==> src/rtl/sdspi_pkg.sv <==
package sdspi_pkg;

  // Request kinds carried on in_tuser.
  localparam logic [1:0] CMD_START_CMD  = 2'd0;
  localparam logic [1:0] CMD_START_SYNC = 2'd1;
  localparam logic [1:0] CMD_RX_BYTE    = 2'd2;

  // Result kinds carried on out_tuser.
  localparam logic [1:0] KIND_XMIT    = 2'd0;
  localparam logic [1:0] KIND_DONE    = 2'd1;
  localparam logic [1:0] KIND_IGNORED = 2'd2;

  // Configuration register indexes.
  localparam logic CFG_POLL_LIMIT = 1'b0;
  localparam logic CFG_SYNC_COUNT = 1'b1;

  localparam logic [7:0] IDLE_BYTE       = 8'hFF;
  localparam logic [7:0] CMD_START_BITS  = 8'h40;
  localparam logic [7:0] CRC_END_BIT     = 8'h01;
  localparam logic [7:0] POLL_LIMIT_RST  = 8'd9;
  localparam logic [7:0] SYNC_COUNT_RST  = 8'd74;
  localparam logic [7:0] FRAME_BYTES     = 8'd6;
  localparam logic [7:0] DATA_BYTES      = 8'd4;

  typedef struct packed {
    logic [7:0]  rx_byte;
    logic        resp_long;
    logic [7:0]  cmd_crc;
    logic [31:0] cmd_arg;
    logic [5:0]  cmd_index;
  } in_fields_t;

  typedef struct packed {
    logic [31:0] resp_data;
    logic [7:0]  r1_status;
    logic        cs_active;
    logic [7:0]  tx_byte;
  } out_fields_t;

endpackage

==> src/rtl/sd_spi_command_sequencer.sv <==
// SD card SPI-mode host sequencer working one SPI byte at a time. A start request on the
// input stream (in_tuser 0 = command, 1 = power-up sync) is answered with the first byte to
// send; every later request carries the byte received on MISO and is answered with the next
// MOSI byte and chip-select level, or with the finished reply (R1 and, for R3/R7, four data
// bytes). The next state and the result are formed in a single pass of logic and stored in
// the output register, so a request can be accepted on every clock unless the output stalls,
// also while the previous result is being taken. Requests that do not fit the current
// phase are answered with an ignored result and leave the state untouched. Configuration
// (poll limit, sync count) may be written only while no transaction is under way.
module sd_spi_command_sequencer (
  input  logic        clk,
  input  logic        rst_n,
  input  logic        in_tvalid,
  output logic        in_tready,
  // cmd_index[5:0], cmd_arg[37:6], cmd_crc[45:38], resp_long[46], rx_byte[54:47], zero[55]
  input  logic [55:0] in_tdata,
  // cmd[1:0]
  input  logic [1:0]  in_tuser,
  output logic        out_tvalid,
  input  logic        out_tready,
  // tx_byte[7:0], cs_active[8], r1_status[16:9], resp_data[48:17], zero[55:49]
  output logic [55:0] out_tdata,
  // result_kind[1:0]
  output logic [1:0]  out_tuser,
  input  logic        cfg_valid,
  output logic        cfg_ready,
  input  logic        cfg_index,
  input  logic [7:0]  cfg_data
);

  typedef enum logic [3:0] {
    PH_IDLE, PH_P_PRE, PH_P_SYNC, PH_P_POST, PH_C_PRE, PH_C_SEL,
    PH_C_FRAME, PH_C_POLL, PH_C_DATA, PH_C_TAIL, PH_C_END
  } phase_t;

  phase_t      phase_r, phase_nxt;
  logic [47:0] frame_r, frame_nxt;
  logic [7:0]  byte_count_r, byte_count_nxt;
  logic [7:0]  poll_count_r, poll_count_nxt;
  logic [7:0]  r1_hold_r, r1_hold_nxt;
  logic [31:0] data_hold_r, data_hold_nxt;
  logic        long_reply_r, long_reply_nxt;
  logic [7:0]  poll_limit_r, sync_count_r;

  logic                    out_valid_r;
  logic [1:0]              out_kind_r;
  sdspi_pkg::out_fields_t  out_fields_r;

  sdspi_pkg::in_fields_t   in_f;
  sdspi_pkg::out_fields_t  res;
  logic [1:0]              res_kind;
  logic [7:0]              limit;
  logic [7:0]              r1_sel;
  logic                    in_acc;

  assign in_f      = sdspi_pkg::in_fields_t'(in_tdata[54:0]);
  assign in_tready = !out_valid_r || out_tready;
  assign in_acc    = in_tvalid && in_tready;
  assign cfg_ready = 1'b1;
  // A poll limit of zero still makes one poll.
  assign limit     = (poll_limit_r == 8'd0) ? 8'd1 : poll_limit_r;

  always_comb begin
    phase_nxt      = phase_r;
    frame_nxt      = frame_r;
    byte_count_nxt = byte_count_r;
    poll_count_nxt = poll_count_r;
    r1_hold_nxt    = r1_hold_r;
    data_hold_nxt  = data_hold_r;
    long_reply_nxt = long_reply_r;
    res_kind       = sdspi_pkg::KIND_IGNORED;
    res            = '0;
    r1_sel         = (in_f.rx_byte != sdspi_pkg::IDLE_BYTE) ? in_f.rx_byte
                                                             : sdspi_pkg::IDLE_BYTE;

    if (in_tuser == sdspi_pkg::CMD_START_CMD || in_tuser == sdspi_pkg::CMD_START_SYNC) begin
      if (phase_r == PH_IDLE) begin
        r1_hold_nxt    = sdspi_pkg::IDLE_BYTE;
        data_hold_nxt  = '0;
        byte_count_nxt = '0;
        poll_count_nxt = '0;
        res_kind       = sdspi_pkg::KIND_XMIT;
        res.tx_byte    = sdspi_pkg::IDLE_BYTE;
        if (in_tuser == sdspi_pkg::CMD_START_CMD) begin
          frame_nxt      = {{2'b00, in_f.cmd_index} | sdspi_pkg::CMD_START_BITS,
                            in_f.cmd_arg, in_f.cmd_crc | sdspi_pkg::CRC_END_BIT};
          long_reply_nxt = in_f.resp_long;
          phase_nxt      = PH_C_PRE;
        end else begin
          long_reply_nxt = 1'b0;
          phase_nxt      = PH_P_PRE;
        end
      end
    end else if (in_tuser == sdspi_pkg::CMD_RX_BYTE) begin
      res_kind    = sdspi_pkg::KIND_XMIT;
      res.tx_byte = sdspi_pkg::IDLE_BYTE;
      res.cs_active = 1'b1;
      unique case (phase_r)
        PH_P_PRE: begin
          if (sync_count_r == 8'd0) begin
            phase_nxt     = PH_P_POST;
            res.cs_active = 1'b0;
          end else begin
            byte_count_nxt = 8'd1;
            phase_nxt      = PH_P_SYNC;
          end
        end
        PH_P_SYNC: begin
          if (byte_count_r < sync_count_r) begin
            byte_count_nxt = byte_count_r + 8'd1;
          end else begin
            phase_nxt     = PH_P_POST;
            res.cs_active = 1'b0;
          end
        end
        PH_C_PRE: begin
          phase_nxt = PH_C_SEL;
        end
        PH_C_SEL: begin
          // The frame is shifted up so that the byte to send is always on top.
          byte_count_nxt = 8'd1;
          phase_nxt      = PH_C_FRAME;
          res.tx_byte    = frame_r[47:40];
          frame_nxt      = {frame_r[39:0], 8'h00};
        end
        PH_C_FRAME: begin
          if (byte_count_r < sdspi_pkg::FRAME_BYTES) begin
            byte_count_nxt = byte_count_r + 8'd1;
            res.tx_byte    = frame_r[47:40];
            frame_nxt      = {frame_r[39:0], 8'h00};
          end else begin
            poll_count_nxt = 8'd1;
            phase_nxt      = PH_C_POLL;
          end
        end
        PH_C_POLL: begin
          if (in_f.rx_byte != sdspi_pkg::IDLE_BYTE || poll_count_r >= limit) begin
            r1_hold_nxt = r1_sel;
            if (long_reply_r && r1_sel <= 8'd1) begin
              byte_count_nxt = 8'd1;
              phase_nxt      = PH_C_DATA;
            end else begin
              phase_nxt = PH_C_TAIL;
            end
          end else begin
            poll_count_nxt = poll_count_r + 8'd1;
          end
        end
        PH_C_DATA: begin
          data_hold_nxt = {data_hold_r[23:0], in_f.rx_byte};
          if (byte_count_r < sdspi_pkg::DATA_BYTES) begin
            byte_count_nxt = byte_count_r + 8'd1;
          end else begin
            phase_nxt = PH_C_TAIL;
          end
        end
        PH_C_TAIL: begin
          phase_nxt     = PH_C_END;
          res.cs_active = 1'b0;
        end
        PH_P_POST, PH_C_END: begin
          phase_nxt     = PH_IDLE;
          res_kind      = sdspi_pkg::KIND_DONE;
          res.tx_byte   = '0;
          res.cs_active = 1'b0;
          res.r1_status = r1_hold_r;
          res.resp_data = data_hold_r;
        end
        default: begin
          res_kind      = sdspi_pkg::KIND_IGNORED;
          res.tx_byte   = '0;
          res.cs_active = 1'b0;
        end
      endcase
    end
  end

  always_ff @(posedge clk) begin
    if (!rst_n) begin
      phase_r      <= PH_IDLE;
      frame_r      <= '0;
      byte_count_r <= '0;
      poll_count_r <= '0;
      r1_hold_r    <= sdspi_pkg::IDLE_BYTE;
      data_hold_r  <= '0;
      long_reply_r <= 1'b0;
      poll_limit_r <= sdspi_pkg::POLL_LIMIT_RST;
      sync_count_r <= sdspi_pkg::SYNC_COUNT_RST;
      out_valid_r  <= 1'b0;
      out_kind_r   <= sdspi_pkg::KIND_IGNORED;
      out_fields_r <= '0;
    end else begin
      if (cfg_valid && cfg_ready) begin
        if (cfg_index == sdspi_pkg::CFG_POLL_LIMIT) begin
          poll_limit_r <= cfg_data;
        end else begin
          sync_count_r <= cfg_data;
        end
      end
      if (in_acc) begin
        phase_r      <= phase_nxt;
        frame_r      <= frame_nxt;
        byte_count_r <= byte_count_nxt;
        poll_count_r <= poll_count_nxt;
        r1_hold_r    <= r1_hold_nxt;
        data_hold_r  <= data_hold_nxt;
        long_reply_r <= long_reply_nxt;
        out_valid_r  <= 1'b1;
        out_kind_r   <= res_kind;
        out_fields_r <= res;
      end else if (out_tready) begin
        out_valid_r <= 1'b0;
      end
    end
  end

  assign out_tvalid = out_valid_r;
  assign out_tuser  = out_kind_r;
  assign out_tdata  = {7'd0, out_fields_r};

  // A start request during a running sequence must be turned away.
  a_busy_start_ignored: assert property (@(posedge clk) disable iff (!rst_n)
    (in_acc && phase_r != PH_IDLE &&
     (in_tuser == sdspi_pkg::CMD_START_CMD || in_tuser == sdspi_pkg::CMD_START_SYNC))
    |=> (out_tuser == sdspi_pkg::KIND_IGNORED && phase_r == $past(phase_r)))
    else $error("start request accepted while a sequence was running");

  // A finished reply always leaves the sequencer idle.
  a_done_idle: assert property (@(posedge clk) disable iff (!rst_n)
    (out_tvalid && out_tuser == sdspi_pkg::KIND_DONE) |-> (phase_r == PH_IDLE))
    else $error("done reported while sequencer not idle");

  // The frame counter never runs past the six command bytes.
  a_frame_count: assert property (@(posedge clk) disable iff (!rst_n)
    (phase_r == PH_C_FRAME) |-> (byte_count_r >= 8'd1 && byte_count_r <= 8'd6))
    else $error("frame byte counter out of range");

  // Data bytes are only collected for a long reply with a good R1.
  a_data_long: assert property (@(posedge clk) disable iff (!rst_n)
    (phase_r == PH_C_DATA) |-> (long_reply_r && r1_hold_r <= 8'd1))
    else $error("reading reply data without a long reply");

endmodule

==> config.mk <==
export PLATFORM = sky130hd
export DESIGN_NAME = sd_spi_command_sequencer
export DESIGN_NICKNAME = d
export VERILOG_FILES = /design/src/rtl/sdspi_pkg.sv /design/src/rtl/sd_spi_command_sequencer.sv
export SDC_FILE = /design/constraint.sdc
export NUM_CORES = 1
export LEC_CHECK = 0
export ABC_AREA = 1
export BUFFER_PORTS_ARGS = -buffer_cell sky130_fd_sc_hd__clkbuf_2
export CORE_ASPECT_RATIO = 1.75
export CORE_UTILIZATION = 50
export DETAILED_ROUTE_END_ITERATION = 8
export PLACE_DENSITY = 0.77
export RECOVER_POWER = 50
export SLEW_MARGIN = 20
export SYNTH_ARGS = -nofsm -noshare
export SYNTH_HDL_FRONTEND = slang
export SYNTH_SLANG_ARGS = --single-unit
==> constraint.sdc <==
create_clock -name clk -period 2.2 [get_ports clk]
set_input_delay 0.22 -clock clk [delete_from_list [all_inputs] [get_ports clk]]
set_output_delay 0.22 -clock clk [all_outputs]
set_load 0.02 [all_outputs]
Yosys cells after proc, flatten, opt, wreduce, memory -nomap -nowiden
Index checks and enable logic that the tools add are counted.
{"block": "totals", "ff_bits": 177, "out_inout_bits": 61, "word_cells": 140}
{"block": "classes", "n_addsub": 2, "magnitude_cmp": 5, "n_eq_ne": 25, "muxes": 60, "n_bitwise": 1, "reduce_logical": 32}
{"cell": "$mux W48", "count": 5}
{"cell": "$mux W8", "count": 23}
{"cell": "$mux W32", "count": 4}
{"cell": "$pmux W48 S2", "count": 1}
{"cell": "$mux W49", "count": 1}
{"cell": "$pmux W8 S6", "count": 1}
{"cell": "$mux W41", "count": 1}
{"cell": "$mux W40", "count": 1}
{"cell": "$pmux W4 S9", "count": 1}
{"cell": "$ne A3 B3 Y1 const B", "count": 10}
{"cell": "$mux W4", "count": 7}
{"cell": "$pmux W8 S3", "count": 1}
{"cell": "$add A8 B1 Y8 const B", "count": 2}
{"cell": "$eq A4 B3 Y1 const B", "count": 4}
{"cell": "$logic_not A8 Y1", "count": 2}
{"cell": "$lt A8 B3 Y1 const B", "count": 2}
{"cell": "$pmux W8 S2", "count": 1}
{"cell": "$eq A4 B4 Y1 const B", "count": 3}
{"cell": "$reduce_and A6 Y1", "count": 2}
{"cell": "$reduce_and A10 Y1", "count": 1}
{"cell": "$reduce_bool A10 Y1", "count": 1}
{"cell": "$reduce_bool A2 Y1", "count": 5}
{"cell": "$eq A4 B2 Y1 const B", "count": 2}
{"cell": "$ge A8 B8 Y1", "count": 1}
{"cell": "29 further kinds", "count": 43}

Depth between registers and ports, before layout
{"block": "depth", "ltp_word": 9, "ltp_mapped": 17, "mapped_depth_nobuf": 17}

Worst setup path after synthesis
OpenSTA, ideal clock, no wires.
{"block": "synth_timing", "path_type": "register to register", "startpoint": "reg poll_limit_r[1]", "endpoint": "reg poll_count_r[2]", "setup_ns": 0.064, "arrival_ns": 1.834, "path_slack_ns": 0.302, "stages_incl_launch_ff": 17, "period_less_slack_ns": 1.898, "cell_sequence": "dfxtp_1 > nor4_1 > a41o_1 > ha_1 > nand2_1 > nand3_1 > nand2_1 > nand2_1 > nand2_1 > nand2_1 > nand2_1 > nand2_1 > nand2_1 > nand2_2 > inv_1 > nor2_1 > nor2_1"}
{"block": "synth_via", "elab_chain_cells": 6}
{"element": "start: declaration", "line": "sd_spi_command_sequencer.sv:43", "rtl": "logic [7:0] poll_limit_r, sync_count_r;"}
{"element": "start signal: assignment", "line": "sd_spi_command_sequencer.sv:187", "rtl": "poll_limit_r <= sdspi_pkg::POLL_LIMIT_RST;"}
{"element": "start signal: assignment", "line": "sd_spi_command_sequencer.sv:195", "rtl": "poll_limit_r <= cfg_data;"}
{"element": "$logic_not A8 Y1", "line": "sd_spi_command_sequencer.sv:61", "rtl": "assign limit = (poll_limit_r == 8'd0) ? 8'd1 : poll_limit_r;"}
{"element": "$mux W8 *", "line": "sd_spi_command_sequencer.sv:61"}
{"element": "$ge A8 B8 Y1 *", "line": "sd_spi_command_sequencer.sv:137", "rtl": "if (in_f.rx_byte != sdspi_pkg::IDLE_BYTE || poll_count_r >= limit) begin"}
{"element": "$logic_or A1 B1 Y1 *", "line": "sd_spi_command_sequencer.sv:137"}
{"element": "$ne A3 B3 Y1 (no source line) *"}
{"element": "$reduce_and A6 Y1 (no source line) *"}
{"element": "end signal: assignment", "line": "sd_spi_command_sequencer.sv:204", "rtl": "poll_count_r <= poll_count_nxt;"}
{"element": "end: declaration", "line": "sd_spi_command_sequencer.sv:39", "rtl": "logic [7:0] poll_count_r, poll_count_nxt;"}
Every way passes the cells marked *; elsewhere a longest branch is shown, timed or not.
A chain may end at the register's enable or synchronous reset.

Worst setup path after layout
{"block": "layout_timing", "startpoint": "reg poll_limit_r[4]", "endpoint": "reg poll_count_r[2]"}
Same word-level chain as after synthesis.

==> metrics.txt <==
vias=~7,700; register share of total power=a little under half; Primary FF master, synth=dfxtp_1; Sw Ratio=29.9%; fin nets=1,313; post-route insts no fill=around 1,400; Layout fillers=1,485; initial antenna violation count=0; initial core utilization=51.5%; Worst Path Buf+Inv=1; number of max-cap violations=0; fin. max-slew vios=0; DR iter-0 viols=359; period utilization=94.6%; Post-CTS Hold Fix Bufs=0; Distinct cells, synth=32; critical path class=flip-flop to flip-flop; Setup Skew=about 0.015 ns; post-layout util=59.7%; clock sink total=177; overall die width=97.4 um; synth top area cells=dfxtp_1, nand2_1, a21oi_1; H-tree depth=4; grt ovf=0; clk buf depth=2; top-count cell post-synth=nand2_1; dpl cells=1,391; worst skew pair latency=0.43 ns; area of the multi-input gates=3880 um2; CTS tree=yes; clock-pin slew on the worst setup and hold paths=around 0.070 ns; number of antenna repair diodes=0; fin worst setup slack=0.119 ns; Synth Cell Area=7970 um2; most frequent CP cell=nand2_1; Critical Path RT=2.55 ns; Area Overhead vs Synth=15.8%; final antenna-violating net count=0; Finish-stage setup viols=0; kind of cell adding the most delay to the critical path=simple AND/OR/NAND/NOR gates; gr usage total=between 20% and 30%; Setup TNS=0 ns; Root Buffer=clkbuf_16; Slew HR=approximately 20%; Least-Margin Pin Slew=1.20 ns; largest net degree at the start of global routing=78; CP max FO=7; ratio of cells with drive above 1 in the final layout=12.4%; FP Rows=60; CP max stage cell=dfxtp_2; post-route minimum period=2.08 ns; CP startpoint kind=flip-flop; input/output buffers=122; CP max stage delay=0.34 ns; RD Place Congestion=0.940; vias in the first global route=7,069; fmax=480 MHz; Int Pwr=~5.2 mW; Setup crit end kind=flip-flop; number of synthesis warnings=0; combinational power share=14.1%; detailed-route wire length per cell=14.2 um; register area=between 3000 and 4000 um2; HP Class=primary input to flip-flop; worst endpoint data arrival time=2.43 ns; WL final=20.2 mm; # IOs=133; CTS buffer count=17; chip height=169 um; Post-synth EDFFs=0; HPWL Detailed=14.1 mm; area of the die=16,500 um2; RSZ-0062 raised after global routing=no; Yosys reg bits=177; Yosys top cell area share=44.5%; post-synthesis cell count=1,131; power per cell area=804 nW/um2; pre-CTS WS=around 0.027 ns; leak pwr=3.78 nW; Final Hold Vio Count=0; outcome=completed; postcts setup bufs=0; first-pass GRT wire length=33.2 mm; syn avg cell area=between 7 and 8 um2; sequential share of the synthesized area=approximately 44%; Clk pwr share=39.1%; VDD IR-drop max=0.506 mV; vias per inst=5.44; critical-path cell list=nor4_4 -> a41o_1 -> ha_1 -> nand2_1 -> nand3_1 -> nand2_1 -> nand2_1 -> nand2_2 -> nand2_2 -> nand2_1 -> nand2_1 -> nand2_2 -> nand2_4 -> inv_4 -> nor2_1 -> nor2_1; post-synth top area cell=dfxtp_1; Post-route DRC=0; FFs w/ async S/R, synth=0%; core area=15,500 um2; total net switching power=2.22 mW; Post-synth top cells=nand2_1, dfxtp_1, a21oi_1; first-pass iteration count of the detailed router=5
## path summary, 6_finish.rpt
path / startpoint / endpoint / slack [ns] / cells past startpoint
hold reg to reg: r1_hold_r[4] / r1_hold_r[4] / 0.46 / 2
setup reg to reg: poll_limit_r[4] / poll_count_r[2] / 0.12 / 16
hold / removal: cfg_data[0] / poll_limit_r[0] / 0.03 / 3
setup / recovery: poll_limit_r[4] / poll_count_r[2] / 0.12 / 16
## worst reg2reg max path, delay by kind of cell, from the launching register on
family | cells | cell delay [ns]
simple gates | 13 | 1.15
flops | 1 | 0.34
fa+ha+maj | 1 | 0.22
compound gates | 1 | 0.19
buf+inv | 1 | 0.10
## power by group through the flow
stage                     clock [mW]  combinational (mW)  sequential (mW)
after global routing            3.08                1.19             3.49
final                           2.91                1.04             3.47
after global placement             0                1.01             3.54
after CTS                       2.95                1.04             3.47
after detailed placement           0                1.03             3.54
after floorplan                    0               0.737             3.53
## registers in the layout, indices dropped and copies added (netlist names)
| name | cells |
|---|---|
| poll_limit_r | 8 |
| out_tuser | 2 |
| out_tvalid | 1 |
| r1_hold_r | 8 |
| phase_r | 4 |
| data_hold_r | 32 |
| byte_count_r | 8 |
| frame_r | 48 |
| out_tdata | 49 |
| poll_count_r | 8 |
| long_reply_r | 1 |
| sync_count_r | 8 |
## metrics by stage
step	area, um2	hold WS, ns	power [mW]
finish	9230	0.0271	7.42
global route	9230	0.0156	7.76
detailed placement	8680	0.445	4.57
global placement	8680	0.441	4.55
CTS	9250	0.0155	7.45
floorplan	7990	0.346	4.26
## cell families (layout without fill, tap and decap cells)
| logic type | Yosys count | after routing | share of synthesized area [%] |
|---|---|---|---|
| and+or+nand+nor | 531 | 531 | 27.6 |
| AOI/OAI and AO/OA | 254 | 254 | 16.9 |
| DFF | 177 | 177 | 44.5 |
| buffers and inverters | 146 | 245 | 7.80 |
| adders and majority gates | 17 | 17 | 2.67 |
| other | 2 | 8 | 0.0942 |
| xor gates and xnor gates | 4 | 4 | 0.440 |
## timing repair
action	CTS	global route
gates resized for setup	1	18
setup endpoints to repair	1	23
gates cloned	0	0
pin swaps	0	3
## area by class of cell
| class | instances | share of cell area (%) |
|---|---|---|
| Timing Repair Buffer | 142 | 7.86 |
| Tap cell | 186 | 2.52 |
| Clock buffer | 17 | 4.61 |
| Inverter | 72 | 2.98 |
| Sequential cell | 177 | 38.4 |
| Clock inverter | 14 | 1.53 |
| Multi-Input combinational cell | 814 | 42.1 |
## routing by layer
layer,share of wire (%),wire length [um],GRT usage (%)
met5,0,0,0
met4,3.4,686,12.0
met3,3.8,771,3.14
met2,53,10700,45.1
met1,40,8000,27.8
## layout by cell type (no fill, tap or decap), types with 3 or more instances in the layout
cell type / instances
inv_1: 62
nand2_1: 304
buf_4: 12
o211ai_1: 4
xor2_1: 4
conb_1: 8
clkbuf_1: 55
ha_1: 17
clkbuf_16: 17
nor2_1: 83
a21oi_1: 127
inv_6: 3
inv_8: 4
buf_12: 3
o21ai_0: 73
inv_2: 7
nand2_2: 7
nand3_1: 112
a31oi_1: 40
clkbuf_2: 70
nor3_1: 6
dfxtp_1: 176
nor2_2: 9
No activity file was read; power rests on OpenSTA's default activity.
